$ cat src/hw/rtl/dsd_pkg.sv
// shared constants, types and the month table of the date shift unit
// no dependencies
`default_nettype none

package dsd_pkg;

  // pipeline depth, one register stage per entry
  localparam int unsigned STAGES = 15;

  // calendar constants
  localparam int unsigned EPOCH_ADJ      = 306;
  localparam int unsigned DAY_NUMBER_MAX = 3652059;

  // reciprocal of 25 scaled by 2^15, exact for dividends below 4681
  localparam int unsigned RECIP_25    = 1311;
  localparam int unsigned RECIP_25_SH = 15;

  // reciprocal of 153 scaled by 2^20, exact for dividends below 12192
  localparam int unsigned RECIP_153    = 6854;
  localparam int unsigned RECIP_153_SH = 20;

  // constant dividers: floor(2^32 / divisor), one correction step after
  localparam int unsigned DIV_SHIFT = 32;
  localparam int unsigned DIV_CENT  = 146097;
  localparam int unsigned RECIP_CENT = 29398;
  localparam int unsigned DIV_YEAR  = 1461;
  localparam int unsigned RECIP_YEAR = 2939744;

  // beat carried alongside a constant division
  typedef struct packed {
    logic [21:0] z;       // shifted day number plus epoch, later plus century term
    logic [21:0] start;   // day number of the input date, low bits
    logic        oor;     // shifted date out of range
  } side_t;

  // days from march 1 to the first of month m, months 13 and 14 are jan and feb
  function automatic logic [8:0] month_offset(input logic [4:0] m);
    logic [8:0] r;
    case (m)
      5'd3:         r = 9'd0;
      5'd4:         r = 9'd31;
      5'd5:         r = 9'd61;
      5'd6:         r = 9'd92;
      5'd7:         r = 9'd122;
      5'd8:         r = 9'd153;
      5'd9:         r = 9'd184;
      5'd10:        r = 9'd214;
      5'd11:        r = 9'd245;
      5'd0, 5'd12:  r = 9'd275;
      5'd1, 5'd13:  r = 9'd306;
      5'd2, 5'd14:  r = 9'd337;
      5'd15:        r = 9'd367;
      default:      r = 9'd0;
    endcase
    return r;
  endfunction

endpackage

`default_nettype wire

$ cat src/hw/rtl/date_shift_by_days_unit.sv
// date shift unit: gregorian date plus signed day offset, fifteen stage pipeline
// one beat per cycle sustained while the output is not stalled
// a stalled output holds its stage; earlier stages keep filling any empty slots
// reset clears the valid bits only, data registers are not reset
// depends on dsd_pkg, dsd_ctrl, dsd_fwd, dsd_cdiv, dsd_ymd
`default_nettype none

module date_shift_by_days_unit (
  input  wire logic               clk_i,
  input  wire logic               rst_ni,
  input  wire logic               in_valid_i,
  output logic                    in_stall_o,
  input  wire logic [13:0]        year_in_i,
  input  wire logic [3:0]         month_in_i,
  input  wire logic [4:0]         day_in_i,
  input  wire logic signed [22:0] offset_days_i,
  output logic                    out_valid_o,
  input  wire logic               out_stall_i,
  output logic [13:0]             year_out_o,
  output logic [3:0]              month_out_o,
  output logic [4:0]              day_out_o,
  output logic [21:0]             day_number_in_o,
  output logic                    out_of_range_o
);

  logic [dsd_pkg::STAGES-1:0] en;
  logic [23:0]                x_cent;
  dsd_pkg::side_t             side_fwd, side_cent, side_mid_q, side_year;
  logic [6:0]                 cent;
  logic [6:0]                 b;
  logic [23:0]                x_year;
  logic [13:0]                yy;

  dsd_ctrl #(
    .STAGES (dsd_pkg::STAGES)
  ) u_ctrl (
    .clk_i       (clk_i),
    .rst_ni      (rst_ni),
    .in_valid_i  (in_valid_i),
    .in_stall_o  (in_stall_o),
    .out_valid_o (out_valid_o),
    .out_stall_i (out_stall_i),
    .en_o        (en)
  );

  dsd_fwd u_fwd (
    .clk_i    (clk_i),
    .en_i     (en[3:0]),
    .year_i   (year_in_i),
    .month_i  (month_in_i),
    .day_i    (day_in_i),
    .offset_i (offset_days_i),
    .x_o      (x_cent),
    .side_o   (side_fwd)
  );

  dsd_cdiv #(
    .XW      (24),
    .QW      (7),
    .MW      (15),
    .DW      (18),
    .DIVISOR (dsd_pkg::DIV_CENT),
    .RECIP   (dsd_pkg::RECIP_CENT)
  ) u_cent_div (
    .clk_i  (clk_i),
    .en_i   (en[6:4]),
    .x_i    (x_cent),
    .side_i (side_fwd),
    .q_o    (cent),
    .side_o (side_cent)
  );

  // century correction folded into the day count
  assign b = cent - {2'b00, cent[6:2]};

  always_ff @(posedge clk_i) begin
    if (en[7]) begin
      side_mid_q.z     <= side_cent.z + 22'(b);
      side_mid_q.start <= side_cent.start;
      side_mid_q.oor   <= side_cent.oor;
    end
  end

  assign x_year = {side_mid_q.z, 2'b00} - 24'd1;

  dsd_cdiv #(
    .XW      (24),
    .QW      (14),
    .MW      (22),
    .DW      (11),
    .DIVISOR (dsd_pkg::DIV_YEAR),
    .RECIP   (dsd_pkg::RECIP_YEAR)
  ) u_year_div (
    .clk_i  (clk_i),
    .en_i   (en[10:8]),
    .x_i    (x_year),
    .side_i (side_mid_q),
    .q_o    (yy),
    .side_o (side_year)
  );

  dsd_ymd u_ymd (
    .clk_i        (clk_i),
    .en_i         (en[14:11]),
    .yy_i         (yy),
    .side_i       (side_year),
    .year_o       (year_out_o),
    .month_o      (month_out_o),
    .day_o        (day_out_o),
    .day_number_o (day_number_in_o),
    .oor_o        (out_of_range_o)
  );

endmodule

`default_nettype wire

$ cat src/hw/rtl/dsd_ctrl.sv
// valid bits and per-stage load enables of the date shift pipeline
// no dependencies
`default_nettype none

module dsd_ctrl #(
  parameter int unsigned STAGES = 15
) (
  input  wire logic              clk_i,
  input  wire logic              rst_ni,
  input  wire logic              in_valid_i,
  output logic                   in_stall_o,
  output logic                   out_valid_o,
  input  wire logic              out_stall_i,
  output logic [STAGES-1:0]      en_o
);

  logic [STAGES-1:0] vld_q, vld_d;

  // a stage moves unless it and every stage after it is full and the output stalls
  for (genvar k = 0; k < STAGES; k++) begin : g_en
    assign en_o[k] = !(out_stall_i && (&vld_q[STAGES-1:k]));
  end

  always_comb begin
    vld_d[0] = en_o[0] ? in_valid_i : vld_q[0];
    for (int k = 1; k < STAGES; k++) begin
      vld_d[k] = en_o[k] ? vld_q[k-1] : vld_q[k];
    end
  end

  always_ff @(posedge clk_i or negedge rst_ni) begin
    if (!rst_ni) begin
      vld_q <= '0;
    end else begin
      vld_q <= vld_d;
    end
  end

  assign in_stall_o  = !en_o[0];
  assign out_valid_o = vld_q[STAGES-1];

endmodule

`default_nettype wire

$ cat src/hw/rtl/dsd_fwd.sv
// date to day number, offset add and range check, four register stages
// depends on dsd_pkg
`default_nettype none

module dsd_fwd (
  input  wire logic               clk_i,
  input  wire logic [3:0]         en_i,
  input  wire logic [13:0]        year_i,
  input  wire logic [3:0]         month_i,
  input  wire logic [4:0]         day_i,
  input  wire logic signed [22:0] offset_i,
  output logic [23:0]             x_o,
  output dsd_pkg::side_t          side_o
);

  // stage 0
  logic signed [14:0] ym_q, ym_d;
  logic [13:0]        yp_q, yp_d;
  logic [4:0]         day0_q;
  logic [8:0]         mtab0_q;
  logic signed [22:0] off0_q;
  // stage 1
  logic signed [23:0] p365_q, p365_d;
  logic [11:0]        q4_q;
  logic [22:0]        c100_q, c100_d;
  logic [20:0]        c400_q, c400_d;
  logic [4:0]         day1_q;
  logic [8:0]         mtab1_q;
  logic signed [22:0] off1_q;
  // stage 2
  logic signed [24:0] start_q, start_d;
  logic signed [22:0] off2_q;
  // stage 3
  logic signed [25:0] target;
  logic [21:0]        z_d;
  logic               oor_d;
  logic [23:0]        x_q;
  dsd_pkg::side_t     side_q;

  // january and february count as months of the year before
  always_comb begin
    ym_d = $signed({1'b0, year_i}) - $signed({14'd0, (month_i < 4'd3)});
    yp_d = ym_d[14] ? 14'd0 : ym_d[13:0];
  end

  always_ff @(posedge clk_i) begin
    if (en_i[0]) begin
      ym_q    <= ym_d;
      yp_q    <= yp_d;
      day0_q  <= day_i;
      mtab0_q <= dsd_pkg::month_offset({1'b0, month_i});
      off0_q  <= offset_i;
    end
  end

  always_comb begin
    p365_d = 24'(ym_q) * 24'sd365;
    c100_d = 23'(yp_q[13:2]) * 23'(dsd_pkg::RECIP_25);
    c400_d = 21'(yp_q[13:4]) * 21'(dsd_pkg::RECIP_25);
  end

  always_ff @(posedge clk_i) begin
    if (en_i[1]) begin
      p365_q  <= p365_d;
      q4_q    <= yp_q[13:2];
      c100_q  <= c100_d;
      c400_q  <= c400_d;
      day1_q  <= day0_q;
      mtab1_q <= mtab0_q;
      off1_q  <= off0_q;
    end
  end

  always_comb begin
    start_d = 25'(p365_q)
            + $signed(25'(day1_q))
            + $signed(25'(mtab1_q))
            + $signed(25'(q4_q))
            - $signed(25'(c100_q[22:dsd_pkg::RECIP_25_SH]))
            + $signed(25'(c400_q[20:dsd_pkg::RECIP_25_SH]))
            - $signed(25'(dsd_pkg::EPOCH_ADJ));
  end

  always_ff @(posedge clk_i) begin
    if (en_i[2]) begin
      start_q <= start_d;
      off2_q  <= off1_q;
    end
  end

  always_comb begin
    target = 26'(start_q) + 26'(off2_q);
    oor_d  = (target < 26'sd1) || (target > $signed(26'(dsd_pkg::DAY_NUMBER_MAX)));
    z_d    = 22'(target) + 22'(dsd_pkg::EPOCH_ADJ);
  end

  always_ff @(posedge clk_i) begin
    if (en_i[3]) begin
      x_q          <= {z_d, 2'b00} - 24'd1;
      side_q.z     <= z_d;
      side_q.start <= start_q[21:0];
      side_q.oor   <= oor_d;
    end
  end

  assign x_o    = x_q;
  assign side_o = side_q;

endmodule

`default_nettype wire

$ cat src/hw/rtl/dsd_cdiv.sv
// division by a constant: reciprocal multiply, back multiply, one correction
// three register stages, depends on dsd_pkg
`default_nettype none

module dsd_cdiv #(
  parameter int unsigned XW      = 24,
  parameter int unsigned QW      = 7,
  parameter int unsigned MW      = 15,
  parameter int unsigned DW      = 18,
  parameter int unsigned DIVISOR = 146097,
  parameter int unsigned RECIP   = 29398
) (
  input  wire logic           clk_i,
  input  wire logic [2:0]     en_i,
  input  wire logic [XW-1:0]  x_i,
  input  wire dsd_pkg::side_t side_i,
  output logic [QW-1:0]       q_o,
  output dsd_pkg::side_t      side_o
);

  localparam int unsigned PW = XW + MW;
  localparam int unsigned BW = QW + DW;

  logic [PW-1:0]  prod_q;
  logic [XW-1:0]  x0_q, x1_q;
  dsd_pkg::side_t side0_q, side1_q, side2_q;
  logic [QW-1:0]  qe_q;
  logic [BW-1:0]  back_q;
  logic [XW-1:0]  rem;
  logic [QW-1:0]  q_q;

  always_ff @(posedge clk_i) begin
    if (en_i[0]) begin
      prod_q  <= PW'(x_i) * PW'(RECIP);
      x0_q    <= x_i;
      side0_q <= side_i;
    end
  end

  // estimate is exact or one low
  always_ff @(posedge clk_i) begin
    if (en_i[1]) begin
      qe_q    <= prod_q[dsd_pkg::DIV_SHIFT +: QW];
      back_q  <= BW'(prod_q[dsd_pkg::DIV_SHIFT +: QW]) * BW'(DIVISOR);
      x1_q    <= x0_q;
      side1_q <= side0_q;
    end
  end

  assign rem = x1_q - XW'(back_q);

  always_ff @(posedge clk_i) begin
    if (en_i[2]) begin
      q_q     <= qe_q + QW'(rem >= XW'(DIVISOR));
      side2_q <= side1_q;
    end
  end

  assign q_o    = q_q;
  assign side_o = side2_q;

endmodule

`default_nettype wire

$ cat src/hw/rtl/dsd_ymd.sv
// year, day of year and month split of the shifted day number, four stages
// depends on dsd_pkg
`default_nettype none

module dsd_ymd (
  input  wire logic           clk_i,
  input  wire logic [3:0]     en_i,
  input  wire logic [13:0]    yy_i,
  input  wire dsd_pkg::side_t side_i,
  output logic [13:0]         year_o,
  output logic [3:0]          month_o,
  output logic [4:0]          day_o,
  output logic [21:0]         day_number_o,
  output logic                oor_o
);

  // stage 0
  logic [22:0]    p365_q;
  logic [11:0]    q4_q;
  logic [13:0]    yy0_q;
  dsd_pkg::side_t side0_q;
  // stage 1
  logic [8:0]     c1_q;
  logic [13:0]    yy1_q;
  logic [21:0]    start1_q;
  logic           oor1_q;
  logic [22:0]    c_full;
  // stage 2
  logic [24:0]    prod_q;
  logic [11:0]    xm;
  logic [8:0]     c2_q;
  logic [13:0]    yy2_q;
  logic [21:0]    start2_q;
  logic           oor2_q;
  // stage 3
  logic [4:0]     mm;
  logic [8:0]     dd;
  logic [13:0]    year_d;
  logic [4:0]     month_d;
  logic [13:0]    year_q;
  logic [3:0]     month_q;
  logic [4:0]     day_q;
  logic [21:0]    start3_q;
  logic           oor3_q;

  always_ff @(posedge clk_i) begin
    if (en_i[0]) begin
      p365_q  <= 23'(yy_i) * 23'd365;
      q4_q    <= yy_i[13:2];
      yy0_q   <= yy_i;
      side0_q <= side_i;
    end
  end

  // day of the year counted from march 1
  assign c_full = 23'(side0_q.z) - p365_q - 23'(q4_q);

  always_ff @(posedge clk_i) begin
    if (en_i[1]) begin
      c1_q     <= c_full[8:0];
      yy1_q    <= yy0_q;
      start1_q <= side0_q.start;
      oor1_q   <= side0_q.oor;
    end
  end

  assign xm = 12'(c1_q) * 12'd5 + 12'd456;

  always_ff @(posedge clk_i) begin
    if (en_i[2]) begin
      prod_q   <= 25'(xm) * 25'(dsd_pkg::RECIP_153);
      c2_q     <= c1_q;
      yy2_q    <= yy1_q;
      start2_q <= start1_q;
      oor2_q   <= oor1_q;
    end
  end

  always_comb begin
    mm = prod_q[dsd_pkg::RECIP_153_SH +: 5];
    dd = c2_q - dsd_pkg::month_offset(mm);
    if (mm > 5'd12) begin
      year_d  = yy2_q + 14'd1;
      month_d = mm - 5'd12;
    end else begin
      year_d  = yy2_q;
      month_d = mm;
    end
  end

  always_ff @(posedge clk_i) begin
    if (en_i[3]) begin
      year_q   <= oor2_q ? 14'd0 : year_d;
      month_q  <= oor2_q ? 4'd0 : month_d[3:0];
      day_q    <= oor2_q ? 5'd0 : dd[4:0];
      start3_q <= start2_q;
      oor3_q   <= oor2_q;
    end
  end

  assign year_o       = year_q;
  assign month_o      = month_q;
  assign day_o        = day_q;
  assign day_number_o = start3_q;
  assign oor_o        = oor3_q;

endmodule

`default_nettype wire

$ cat config.mk
export PLATFORM = sky130hd
export DESIGN_NAME = date_shift_by_days_unit
export DESIGN_NICKNAME = d
export VERILOG_FILES = /design/src/hw/rtl/dsd_pkg.sv /design/src/hw/rtl/date_shift_by_days_unit.sv /design/src/hw/rtl/dsd_ctrl.sv /design/src/hw/rtl/dsd_fwd.sv /design/src/hw/rtl/dsd_cdiv.sv /design/src/hw/rtl/dsd_ymd.sv
export SDC_FILE = /design/constraint.sdc
export NUM_CORES = 2
export LEC_CHECK = 0
export BUFFER_PORTS_ARGS = -buffer_cell sky130_fd_sc_hd__buf_2
export CAP_MARGIN = 0
export CORE_MARGIN = 2
export CORE_UTILIZATION = 36
export CTS_CLUSTER_DIAMETER = 40
export DETAILED_ROUTE_END_ITERATION = 8
export HOLD_SLACK_MARGIN = 0.06
export PLACE_DENSITY = 0.56
export SYNTH_ARGS = -nofsm -noshare
export SYNTH_HDL_FRONTEND = slang
export SYNTH_SLANG_ARGS = --single-unit
$ cat constraint.sdc
create_clock -name clk_i -period 8.01 [get_ports clk_i]
set_input_delay 0.801 -clock clk_i [delete_from_list [all_inputs] [get_ports clk_i]]
set_output_delay 0.801 -clock clk_i [all_outputs]
set_load 0.02 [all_outputs]
# ---- Word level (Yosys, flattened, before mapping)
# Memories as Yosys holds them, arrays and structs flattened. A register that Yosys moved wholly into a read port is not among the register bits.
# Cells that the tools add are included.
dict set report totals {
  register_bits 1069
  mem_bits_ro 288
  inputBits 50
  output_inout_bits 48
  wordCells 161
  memories 2
}
# memory depth word_bits read_ports rd_clocked_by_memory_dff write_ports line
set memory_table {}
lappend memory_table {{(no name shown)} 16 9 1 1 0 dsd_pkg.sv:39} ;# case (m)
lappend memory_table {{(no name shown)} 16 9 1 1 0 dsd_pkg.sv:39}
dict set report op_classes {
  n_addsub 23
  mul 10
  n_lt_le_gt_ge 6
  muxes 4
  reduce_logical 31
}
# operator count
set op_table {}
lappend op_table {{subtractor 24 x 1 -> 24 bit, second input constant} 2}
lappend op_table {{subtractor 24 bit} 2}
lappend op_table {{multiplier 24 x 17 -> 41 bit, second input constant} 1}
lappend op_table {{multiplier 24 x 14 -> 38 bit, second input constant} 1}
lappend op_table {{adder 25 x 23 -> 26 bit} 1}
lappend op_table {{greater-than comparator 26 x 23 -> 1 bit, second input constant} 1}
lappend op_table {{less-than comparator 26 x 2 -> 1 bit, second input constant} 1}
lappend op_table {{adder 24 x 6 -> 25 bit} 1}
lappend op_table {{adder 25 x 10 -> 25 bit} 1}
lappend op_table {{adder 25 x 13 -> 25 bit} 1}
lappend op_table {{adder 25 x 7 -> 25 bit} 1}
lappend op_table {{subtractor 25 x 10 -> 25 bit, second input constant} 1}
lappend op_table {{subtractor 25 x 9 -> 25 bit} 1}
lappend op_table {{>= comparator 24 x 11 -> 1 bit, second input constant} 1}
lappend op_table {{>= comparator 24 x 18 -> 1 bit, second input constant} 1}
lappend op_table {{multiplier 12 x 12 -> 24 bit, second input constant} 1}
lappend op_table {{multiplier 14 x 11 -> 24 bit, second input constant} 1}
lappend op_table {{multiplier 15 x 10 -> 24 bit, second input constant} 1}
lappend op_table {{multiplier 7 x 18 -> 24 bit, second input constant} 1}
lappend op_table {{multiplier 12 x 11 -> 23 bit, second input constant} 1}
lappend op_table {{adder 22 x 7 -> 22 bit} 1}
lappend op_table {{adder 22 x 9 -> 22 bit, second input constant} 1}
lappend op_table {{multiplier 10 x 11 -> 21 bit, second input constant} 1}
lappend op_table {{subtractor 9 bit} 2}
lappend op_table {{other kinds (32)} 47}

# ---- Longest topological paths before layout
dict set report depth {
  word_depth 6
  depth_mapped 34
  ltp_nobuf 34
}

# ---- Hierarchy
# From an unflattened synthesis, not the netlist that was laid out.
dict set report hier_totals {
  hier_cells 5390
  area_unflattened_um2 69361.5
}
# module instances cells_per_inst area_per_inst_um2 seq_area_each_um2
set by_module_without_submodules {}
lappend by_module_without_submodules {dsd_fwd 1 1632 20124.3 7987.7}
lappend by_module_without_submodules {{dsd_cdiv at u_year_div} 1 1536 19308.5 7417.1}
lappend by_module_without_submodules {{dsd_cdiv at u_cent_div} 1 1225 16109.2 6726.5}
lappend by_module_without_submodules {dsd_ymd 1 731 10630.2 5865.6}
lappend by_module_without_submodules {date_shift_by_days_unit 1 210 2542.4 1351.3}
lappend by_module_without_submodules {dsd_ctrl 1 56 646.9 375.4}

# ---- Least setup slack after synthesis
# Ideal clock, no wire load.
dict set report synth_timing {
  path_kind {input-to-output}
  start {in out_stall_i}
  end {out in_stall_o}
  arrival_ns 7.670
  required_time_ns 7.209
  slack_ns -0.461
  cell_stages 10
  path_buffers 0
  cell_sequence {nand2_1 nor2_1 and2_1 inv_1 nor2_1 and2_1 nand3_1 nor2_1 nand2_1 inv_1}
}
dict set report synth_via {
  elab_chain_len 1
}
# element line
set synth_rtl {}
lappend synth_rtl {{from (decl)} date_shift_by_days_unit.sv:18} ;# input wire logic out_stall_i,
lappend synth_rtl {{logical AND 1 bit} dsd_ctrl.sv:21} ;# assign en_o[k] = !(out_stall_i && (&vld_q[STAGES-1:k]));
lappend synth_rtl {{to (decl)} date_shift_by_days_unit.sv:12} ;# output logic in_stall_o,
# No other way between the ends.

# ---- Worst setup path after layout
dict set report layout_timing {
  start {reg side_mid_q[24] in the netlist's numbering}
  end {reg u_year_div.prod_q[43] (data pin)}
}
dict set report layout_via {
  elab_chain_len 2
}
# element line
set layout_rtl {}
lappend layout_rtl {{from (decl)} date_shift_by_days_unit.sv:28} ;# dsd_pkg::side_t side_fwd, side_cent, side_mid_q, side_year;
lappend layout_rtl {{subtractor 24 x 1 -> 24 bit} date_shift_by_days_unit.sv:84} ;# assign x_year = {side_mid_q.z, 2'b00} - 24'd1;
lappend layout_rtl {{net u_year_div.x_i[10]} dsd_cdiv.sv:15} ;# input wire logic [XW-1:0] x_i,
lappend layout_rtl {{multiplier 24 x 17 -> 41 bit} dsd_cdiv.sv:34} ;# prod_q <= PW'(x_i) * PW'(RECIP);
lappend layout_rtl {{to (signal assigned)} dsd_cdiv.sv:34}
lappend layout_rtl {{to (decl)} dsd_cdiv.sv:24} ;# logic [PW-1:0] prod_q;
# The timed path passes the listed nets, and every way through them passes these cells.
# A chain may end at the register's enable or synchronous reset.

==> qor.txt <==
Hold/Removal Path Class = input port to register
fmax = 0.132 GHz
post-route setup slack = 0.456 ns
Unique masters post-synth = 95
FF-to-FF setup slack = 0.46 ns
Setup Skew = 0.0509 ns
die area = 189000 um^2
first drt pass iteration count = 5
top cells by count, synth = inv_1 (1097), ha_1 (946), edfxtp_1 (927)
Initial Util = 0.362
Max-cap violations = 0
Seq/Total Area, Yosys = 0.423
Tmin final = 7.55 ns
Tcrit/Tclk final = 0.943
Post-synth EDFFs = 927
ys flop type = edfxtp_1
CP endpoint kind = register
Post-DP HPWL = 105000 um
worst hold endpoint = u_fwd.off0_q[5]$_DFFE_PN_
DRT iter0 DRCs = 1936
Worst-path clk slew = 0.06 ns
Synth top area share = 0.416
clock sinks = 947
share of layout cells above drive strength 1 = 0.0839
core area = 185000 um^2
reg2reg end = u_year_div.prod_q[43]$_DFFE_PN_
Antenna Nets Post-Route = 0
crit path max-delay cell type = fa_1
RSZ-0062 raised after global routing = no
worst reg-to-reg path cell count = 27
Slew @ Worst Pin = 1.07 ns
largest cells by area after synthesis = edfxtp_1 (42%), ha_1 (18%), fa_1 (17%)
final core occ = 0.410
CP Max Fanout = 8
DR vias = 37900
number of global-route vias before repair = 40300
Final Hold Fails = 0
port bufs = 97
Crit path largest cell delay = 0.58 ns
top cell type by total area after synthesis = edfxtp_1
total wire length = 132000 um
# rows = 158
final layout net count = 7133
reg2reg start = side_mid_q[24]$_DFFE_PN_
Syn Std Cell Area = 66900 um^2
Pins Over Slew Limit = 0
largest net degree at the start of global routing = 70
routed len/inst = 16.2 um
Gate Count Post-Synth = 5295
Root Buffer = clkbuf_16
CP startpoint kind = register
H-tree depth = 4
IO Pins = 98
required time worst endpoint = 8.51 ns
CTS tree = built
Area growth, synth to finish = 13.2%
dpl ws = 0.190 ns
Hold Path Cell Cnt = 1
status = finished clean
Worst-Skew Late Latency = 0.78 ns
max_slew headroom = 0.279
first-pass GRT wire length = 217000 um
asr flop ratio synth = 0.0158
most common cell in the synthesized netlist = inv_1
Worst Path Class, Setup = register to register
syn nets = 6866
CP arrival = 8.05 ns
worst hold start = offset_days_i[5]
antenna violations before repair = 1
#FFs+latches synth = 947
Ys Warns = 0
Die Ht = 435 um
CTS Buffer Depth = 3
total gr overflow = 0
Final TNS setup = 0 ns
drt via density = 4.64
Die Width = 435 um
synthesized area per cell = 12.6 um^2
total global-route track usage = 0.144
GPL Wtd Cong = 0.868
TritonCTS Buffers = 136
Final Setup Violations = 0
DRC = 0
Top cell by count, worst path = inv_1
# fillers = 17400
-- stage by stage --
step / instance area, um^2 / instances / hold WS (ns)
global route: 75800 / 8154 / 0.139
finish: 75800 / 8156 / 0.204
floorplan: 66900 / 5295 / 0.400
CTS: 75700 / 8151 / 0.128
global placement: 70900 / 7901 / 0.400
detailed placement: 70900 / 7901 / 0.405
-- metal layers --
layer	global-route usage	vias up	part of all wire
met3	0.0246	182	0.033
met1	0.190	18600	0.46
met4	0.0393	0	0.026
met5	0	-	0
li1	-	18700	-
met2	0.244	466	0.48
-- cell usage in the layout, fill, tap and decap left out, types with 23 or more instances in the layout --
cell type / n
xnor2_1: 212
o21a_1: 37
ha_1: 946
or3_1: 30
buf_2: 97
nor3_1: 76
o211ai_1: 23
edfxtp_1: 927
buf_4: 59
o21bai_1: 26
fa_1: 575
nor2b_1: 39
inv_1: 1090
a31oi_1: 23
nand2_1: 132
nand3_1: 68
nor2_1: 186
and3_1: 41
a21o_1: 82
o21ai_0: 99
a21oi_1: 156
clkbuf_16: 136
nand4_1: 27
xor2_1: 112
nand2b_1: 26
-- critical path, delay by kind of cell, from the launching register on --
family	cells	cell delay, ns
AO/OA/AOI/OAI	7	1.77
XOR/XNOR	2	0.35
adder cells (fa/ha/maj)	8	3.29
buffers and inverters	6	0.54
flip-flops	1	0.49
AND/OR/NAND/NOR	4	0.86
-- state kept, by name, indices dropped and copies added (netlist names), 24 cells and up, named ones only --
register            count
u_year_div.side0_q     32
side_mid_q             45
u_year_div.side1_q     32
u_cent_div.side0_q     45
u_cent_div.back_q      24
u_year_div.back_q      24
u_fwd.start_q          25
u_fwd.side_o           45
u_year_div.side_o      32
u_cent_div.side_o      45
u_cent_div.side1_q     45
u_fwd.p365_q           24
u_ymd.side0_q          32
-- timing repair --
item	4_1_cts	5_1_grt
endpoints found under the hold margin	15	0
hold buffers	1	0
setup endpoints to repair	0	11
setup buffers	0	2
resized for setup	0	14
-- how the worst max path moves through the flow --
stage	to	cells after the start	slack (ns)	start
after floorplan	u_year_div.prod_q[43]$_DFFE_PN_	26	0.09	side_mid_q[29]$_DFFE_PN_
after global placement	u_year_div.prod_q[43]$_DFFE_PN_	27	0.36	side_mid_q[28]$_DFFE_PN_
after detailed placement	u_year_div.prod_q[43]$_DFFE_PN_	27	0.19	side_mid_q[24]$_DFFE_PN_
after CTS	u_year_div.prod_q[43]$_DFFE_PN_	27	0.20	side_mid_q[24]$_DFFE_PN_
after global routing	register	34	0.02	u_ymd.c1_q[0]$_DFFE_PN_
final	u_year_div.prod_q[43]$_DFFE_PN_	27	0.46	side_mid_q[24]$_DFFE_PN_
-- cells by family after synthesis --
logic type | after synthesis | share of synthesized area
buf+inv | 1125 | 0.0635
compound gates | 604 | 0.0615
fa+ha+maj | 1522 | 0.349
flops | 947 | 0.423
simple gates | 748 | 0.0569
xor+xnor | 329 | 0.0430
mux | 20 | 0.00316
-- area by class of cell --
type | instances | area, um^2 | share of cell area
repair buffers | 157 | 938 | 0.0124
multi-input cells | 3223 | 34500 | 0.455
inverters | 1097 | 4120 | 0.0544
diodes | 3 | 7.51 | 0.0000991
clock buffers | 153 | 3490 | 0.0460
flip-flops and latches | 947 | 28300 | 0.374
well taps | 2480 | 3100 | 0.0409
clock inverters | 96 | 1320 | 0.0174
Power is left out: the tool's default activity adds up to more than one toggle a clock period on the data nets, which glitch-free logic cannot reach.
